## config.mk

```make
export PLATFORM = sky130hd
export DESIGN_NAME = ima_adpcm_nibble_decoder
export DESIGN_NICKNAME = d
export VERILOG_FILES = /design/src/hdl/imadec_pkg.sv /design/src/hdl/imadec_core.sv /design/src/hdl/ima_adpcm_nibble_decoder.sv
export SDC_FILE = /design/constraint.sdc
export NUM_CORES = 1
export LEC_CHECK = 0
export ABC_CLOCK_PERIOD_IN_PS = 8600
export BUFFER_PORTS_ARGS = -buffer_cell sky130_fd_sc_hd__buf_4
export CAP_MARGIN = 15
export CORE_ASPECT_RATIO = 0.9
export CORE_UTILIZATION = 25
export CTS_CLUSTER_SIZE = 25
export DETAILED_ROUTE_END_ITERATION = 6
export GPL_ROUTABILITY_DRIVEN = 0
export GPL_TIMING_DRIVEN = 0
export PLACE_DENSITY_LB_ADDON = 0.25
export SYNTH_ARGS = -nofsm -noshare
export SYNTH_HDL_FRONTEND = slang
export SYNTH_HIERARCHICAL = 1
export SYNTH_SLANG_ARGS = --single-unit
export TNS_END_PERCENT = 100
```

## constraint.sdc

```tcl
create_clock -name clk -period 8.6 [get_ports clk]
set_clock_uncertainty 0.15 [all_clocks]
set_input_delay 0.43 -clock clk [delete_from_list [all_inputs] [get_ports clk]]
set_output_delay 0.43 -clock clk [all_outputs]
set_load 0.005 [all_outputs]
```

## src/hdl/imadec_pkg.sv

```systemverilog
package imadec_pkg;

    localparam int unsigned STEP_COUNT = 89;
    localparam logic [6:0]  IDX_MAX    = 7'd88;

    localparam logic       MODE_HEADER = 1'b0;
    localparam logic       MODE_DATA   = 1'b1;

    // Step sizes for step index 0 through 88
    localparam logic [14:0] STEP_TABLE [STEP_COUNT] = '{
        15'h0007, 15'h0008, 15'h0009, 15'h000a, 15'h000b, 15'h000c, 15'h000d, 15'h000e,
        15'h0010, 15'h0011, 15'h0013, 15'h0015, 15'h0017, 15'h0019, 15'h001c, 15'h001f,
        15'h0022, 15'h0025, 15'h0029, 15'h002d, 15'h0032, 15'h0037, 15'h003c, 15'h0042,
        15'h0049, 15'h0050, 15'h0058, 15'h0061, 15'h006b, 15'h0076, 15'h0082, 15'h008f,
        15'h009d, 15'h00ad, 15'h00be, 15'h00d1, 15'h00e6, 15'h00fd, 15'h0117, 15'h0133,
        15'h0151, 15'h0173, 15'h0198, 15'h01c1, 15'h01ee, 15'h0220, 15'h0256, 15'h0292,
        15'h02d4, 15'h031c, 15'h036c, 15'h03c3, 15'h0424, 15'h048e, 15'h0502, 15'h0583,
        15'h0610, 15'h06ab, 15'h0756, 15'h0812, 15'h08e0, 15'h09c3, 15'h0abd, 15'h0bd0,
        15'h0cff, 15'h0e4c, 15'h0fba, 15'h114c, 15'h1307, 15'h14ee, 15'h1706, 15'h1954,
        15'h1bdc, 15'h1ea5, 15'h21b6, 15'h2515, 15'h28ca, 15'h2cdf, 15'h315b, 15'h364b,
        15'h3bb9, 15'h41b2, 15'h4844, 15'h4f7e, 15'h5771, 15'h602f, 15'h69ce, 15'h7462,
        15'h7fff
    };

    typedef struct packed {
        logic        mode;
        logic [31:0] header_word;
        logic [3:0]  code;
        logic        loop_mark;
        logic        loop_back;
    } in_item_t;

    typedef struct packed {
        logic signed [15:0] sample_out;
        logic [6:0]         step_index_out;
    } out_item_t;

    typedef struct packed {
        logic signed [15:0] sample;
        logic [6:0]         idx;
        logic signed [15:0] loop_sample;
        logic [6:0]         loop_idx;
    } dec_state_t;

    function automatic logic [6:0] cap_index(input logic [6:0] i);
        cap_index = (i > IDX_MAX) ? IDX_MAX : i;
    endfunction

endpackage

```

## src/hdl/imadec_core.sv

```systemverilog
module imadec_core
    import imadec_pkg::*;
(
    input  in_item_t   item,
    input  dec_state_t state,
    output dec_state_t state_next
);

    localparam logic signed [17:0] SAT_POS = 18'sd32767;
    localparam logic signed [17:0] SAT_NEG = -18'sd32767;
    localparam logic signed [7:0]  IDX_TOP = 8'sd88;

    logic signed [15:0] loop_sample_new;
    logic [6:0]         loop_idx_new;
    logic signed [15:0] base_sample;
    logic [6:0]         base_idx;
    logic [14:0]        step;
    logic [16:0]        delta;
    logic signed [17:0] sum;
    logic signed [15:0] sample_new;
    logic signed [7:0]  idx_adj;
    logic signed [7:0]  idx_sum;
    logic [6:0]         idx_new;

    always_comb
    begin
        // Save the loop point first, then restore from it
        loop_sample_new = item.loop_mark ? state.sample : state.loop_sample;
        loop_idx_new    = item.loop_mark ? state.idx    : state.loop_idx;
        base_sample     = item.loop_back ? loop_sample_new : state.sample;
        base_idx        = cap_index(item.loop_back ? loop_idx_new : state.idx);

        step  = STEP_TABLE[base_idx];
        delta = 17'(step >> 3)
              + (item.code[0] ? 17'(step >> 2) : 17'd0)
              + (item.code[1] ? 17'(step >> 1) : 17'd0)
              + (item.code[2] ? 17'(step)      : 17'd0);

        if (item.code[3])
        begin
            sum = {{2{base_sample[15]}}, base_sample} - $signed({1'b0, delta});
            sample_new = (sum < SAT_NEG) ? SAT_NEG[15:0] : sum[15:0];
        end
        else
        begin
            sum = {{2{base_sample[15]}}, base_sample} + $signed({1'b0, delta});
            sample_new = (sum > SAT_POS) ? SAT_POS[15:0] : sum[15:0];
        end

        idx_adj = item.code[2] ? $signed({5'd0, item.code[1:0], 1'b0}) + 8'sd2 : -8'sd1;
        idx_sum = $signed({1'b0, base_idx}) + idx_adj;
        if (idx_sum < 8'sd0)
            idx_new = 7'd0;
        else if (idx_sum > IDX_TOP)
            idx_new = IDX_MAX;
        else
            idx_new = idx_sum[6:0];

        if (item.mode == MODE_HEADER)
        begin
            state_next.sample      = item.header_word[15:0];
            state_next.idx         = cap_index(item.header_word[22:16]);
            state_next.loop_sample = state.loop_sample;
            state_next.loop_idx    = state.loop_idx;
        end
        else
        begin
            state_next.sample      = sample_new;
            state_next.idx         = idx_new;
            state_next.loop_sample = loop_sample_new;
            state_next.loop_idx    = loop_idx_new;
        end
    end

endmodule

```

## src/hdl/ima_adpcm_nibble_decoder.sv

```systemverilog
// Channel   Handshake                  Payload        Carries
// item      item_valid / item_stall    item           header word or one ADPCM nibble
// result    result_valid / result_stall result        sample and step index after the item
//
// One transfer on item gives exactly one transfer on result, via the hold and result
// registers. A new item is taken every cycle while the result is not stalled; throughput
// is set by the single decode pass (table lookup, shift-add, saturate) between the two.
// Reset clears the predictor, step index and loop point to zero and empties both stages.
// A stalled result holds; one more item then waits in the hold register before item_stall.
module ima_adpcm_nibble_decoder
    import imadec_pkg::*;
(
    input  logic      clk,
    input  logic      rst_n,
    input  logic      item_valid,
    output logic      item_stall,
    input  in_item_t  item,
    output logic      result_valid,
    input  logic      result_stall,
    output out_item_t result
);

    logic       hold_valid_reg;
    logic       hold_valid_next;
    in_item_t   hold_item_reg;
    logic       res_valid_reg;
    logic       res_valid_next;
    out_item_t  res_reg;
    dec_state_t state_reg;
    dec_state_t state_next;
    logic       advance;

    imadec_core u_core (
        .item       (hold_item_reg),
        .state      (state_reg),
        .state_next (state_next)
    );

    // Advance the held item into the result register when that register is free
    // or being emptied this cycle.
    assign advance    = hold_valid_reg && (!res_valid_reg || !result_stall);
    assign item_stall = hold_valid_reg && !advance;

    always_comb
    begin
        if (item_valid && !item_stall)
            hold_valid_next = 1'b1;
        else if (advance)
            hold_valid_next = 1'b0;
        else
            hold_valid_next = hold_valid_reg;

        // Hold a stalled result, otherwise take whatever advances
        res_valid_next = (res_valid_reg && result_stall) || advance;
    end

    always_ff @(posedge clk or negedge rst_n)
    begin
        if (!rst_n)
        begin
            hold_valid_reg <= 1'b0;
            res_valid_reg  <= 1'b0;
            state_reg      <= '0;
        end
        else
        begin
            hold_valid_reg <= hold_valid_next;
            res_valid_reg  <= res_valid_next;
            if (advance)
                state_reg <= state_next;
        end
    end

    always_ff @(posedge clk)
    begin
        if (item_valid && !item_stall)
            hold_item_reg <= item;
        if (advance)
        begin
            res_reg.sample_out     <= state_next.sample;
            res_reg.step_index_out <= state_next.idx;
        end
    end

    assign result_valid = res_valid_reg;
    assign result       = res_reg;

`ifndef SYNTH
    a_take_fills_hold: assert property (@(posedge clk) disable iff (!rst_n)
        (item_valid && !item_stall) |=> hold_valid_reg)
        else $error("accepted item not held");

    a_hold_reaches_result: assert property (@(posedge clk) disable iff (!rst_n)
        (hold_valid_reg && !(res_valid_reg && result_stall)) |=> res_valid_reg)
        else $error("held item did not reach the result register");

    a_index_range: assert property (@(posedge clk) disable iff (!rst_n)
        (state_reg.idx <= IDX_MAX) && (state_reg.loop_idx <= IDX_MAX))
        else $error("step index out of range");

    a_result_index_range: assert property (@(posedge clk) disable iff (!rst_n)
        result_valid |-> (result.step_index_out <= IDX_MAX))
        else $error("result step index out of range");
`endif

endmodule
```

==> flow_summary.toml <==
[outcome]
status = "complete, but fails checks"
violations = "design-rule violations, negative setup slack"

[clock_tree]
cts_root_buffer = "clkbuf_16"
htreeDepth = 3
cts_buffers = 9
clock_latency_ns = 0.36
clk_pin_slew_ns = 0.07
cts_buffer_depth = 2
cts_tree = "yes"
cts_sinks = 101

[sta]
hold_viol_final = 0
fin_crit_ns = 8.96
setup_viol = 32
period_share_pct = 104
fin_ws_ns = -0.358
slew_viol_final = 0
rsz0062_at_grt = "yes"
fmax_ghz = 0.112
slew-limit-headroom_pct = 37.9
tightest_slew_ns = 0.913

[route]
drt_iter0_markers = 753
routedWlPerCell_um = 17.3
drc = 8
via_count = 8702
antenna_left = 0
viasPerCell = 5.05
wl_um = 29900
first_pass_iters = 7

[critical_path]
cpPeakStageDelay_ns = 0.55
critPathKind = "register to register"
end_kind = "register"
cp_slowest_cell = "or4_4"
rrSetupSlack_ns = -0.36
worstPathArrival_ns = 9.05
path_max_fanout = 7
start_kind = "register"
cp.required_ns = 8.69
critPathMostFrequentCell = "buf_4"

[global_routing]
overflow = 0
grt_start_max_net_pins = 49
grt_usage_pct = 14.7
antenna_found_initial = 0
grt_pass1_vias = 8391
grt_pass1_wl_um = 46800

[floorplanning]
ioPinCount = 68
rows = 68
die_area_um2 = 40200
coreArea_um2 = 38500
die_h_um = 190
start_util_pct = 25.5
die_w_um = 211

[final_layout]
area_growth_syn_to_layout_pct = 29.5
nets = 1336
fin_cells = 1724
drive_gt1_share_pct = 34.5
largest_register_ffs = 46
num-fill-cells = 3943
diodes = 0

[place]
io_buffers = 58
dpl.hpwl_um = 21900
post-place-cells = 1642

[run]
maxCapViolCount = 0

[logic_synthesis]
synth.avg_cell_area_um2 = 9.30
syn-cell-area_um2 = 9850
yosysWarningCount = 6
syn_inst = 1059
syn-num-nets = 1201

[hold_path]
hold_path.class = "input port to register"
[cells in the final DEF, fill, tap and decap left out, drive strengths merged, types with 5 or more instances in the layout]
cell	n
xnor2	45
nand3	18
nor3	25
fa	19
o21ai	48
a211oi	12
a31oi	17
o31ai	8
a22o	5
inv	83
a31o	6
a21boi	6
o211ai	24
dfrtp	48
o22ai	5
o21bai	15
xor2	10
ha	80
a21o	8
clkbuf	31
a21oi	71
o221ai	5
mux2i	12
nor2	82
nand4	5
nand2	78
buf	159
a311oi	6
o21a	5
and2	25
mux2	86
edfxtp	53
nor2b	14
or2	5
a22oi	9
nand2b	17
[metrics by stage]
stage	worst slack, ns	hold WS (ns)	instance area (µm²)	util [%]	setup TNS (ns)
2_1_floorplan	0.00101	-0.0156	10000	-	0
3_3_place_gp	-1.72	0.300	11100	28.8	-51.32
3_5_place_dp	-1.62	0.313	11100	28.8	-47.97
4_1_cts	-0.335	0.0802	12300	31.8	-7.88
5_1_grt	-0.736	0.0787	12700	33.1	-20.20
6_report	-0.358	0.0931	12700	33.1	-7.56
[critical path: cells and delay by family, from the launching register on]
family                     cells  cell delay (ns)
DFF                            1             0.45
adders and majority gates      4             1.26
xor gates and xnor gates       1             0.26
and+or+nand+nor                9             2.07
muxes                          3             0.58
AOI/OAI and AO/OA             17             2.70
buffers and inverters         10             1.33
[area by class of cell]
cell class	instances	area [µm²]	share of cell area [%]
multi-input combinational	819	7240	56.8
sequential	101	2790	21.9
timing repair buffer	134	1080	8.46
tap	525	657	5.15
buffer	48	365	2.87
inverter	81	307	2.40
clock buffer	9	225	1.77
clock inverter	7	80.1	0.628
[metal layers]
layer | vias up | share of wire (%) | GRT usage, %
met5 | - | 0 | 0
met4 | 0 | 3.0 | 4.85
met3 | 69 | 5.2 | 1.68
met2 | 345 | 45 | 23.5
met1 | 4220 | 47 | 20.6
li1 | 4068 | - | -
[repair_timing]
| action | in CTS | in global routing |
|---|---|---|
| pin swaps | 45 | 57 |
| buffers inserted | 52 | 22 |
| endpoints found under the setup margin | 32 | 32 |
| gates cloned | 0 | 1 |
| hold buffers | 1 | 0 |
| hold endpoints to repair | 48 | 0 |
| resized for setup | 113 | 65 |
[final timing paths]
path | start | endpoint | cells after the start
worst min-delay path | item[8] | hold_item_reg[8]$_DFFE_PP_ | 1
worst min register to register | hold_valid_reg$_DFFE_PN0P_ | result_valid$_DFF_PN0_ | 1
min in group asynchronous | rst_n | result_valid$_DFF_PN0_ | 2
worst max-delay path | hold_item_reg[1]$_DFFE_PP_ | state_reg[30]$_DFFE_PN0P_ | 44
max in group asynchronous | rst_n | state_reg[4]$_DFFE_PN0P_ | 2
worst max register to register | hold_item_reg[1]$_DFFE_PP_ | state_reg[30]$_DFFE_PN0P_ | 44
Power is left out: the tool's default activity adds up to more than one toggle a clock period on the data nets, which glitch-free logic cannot reach.
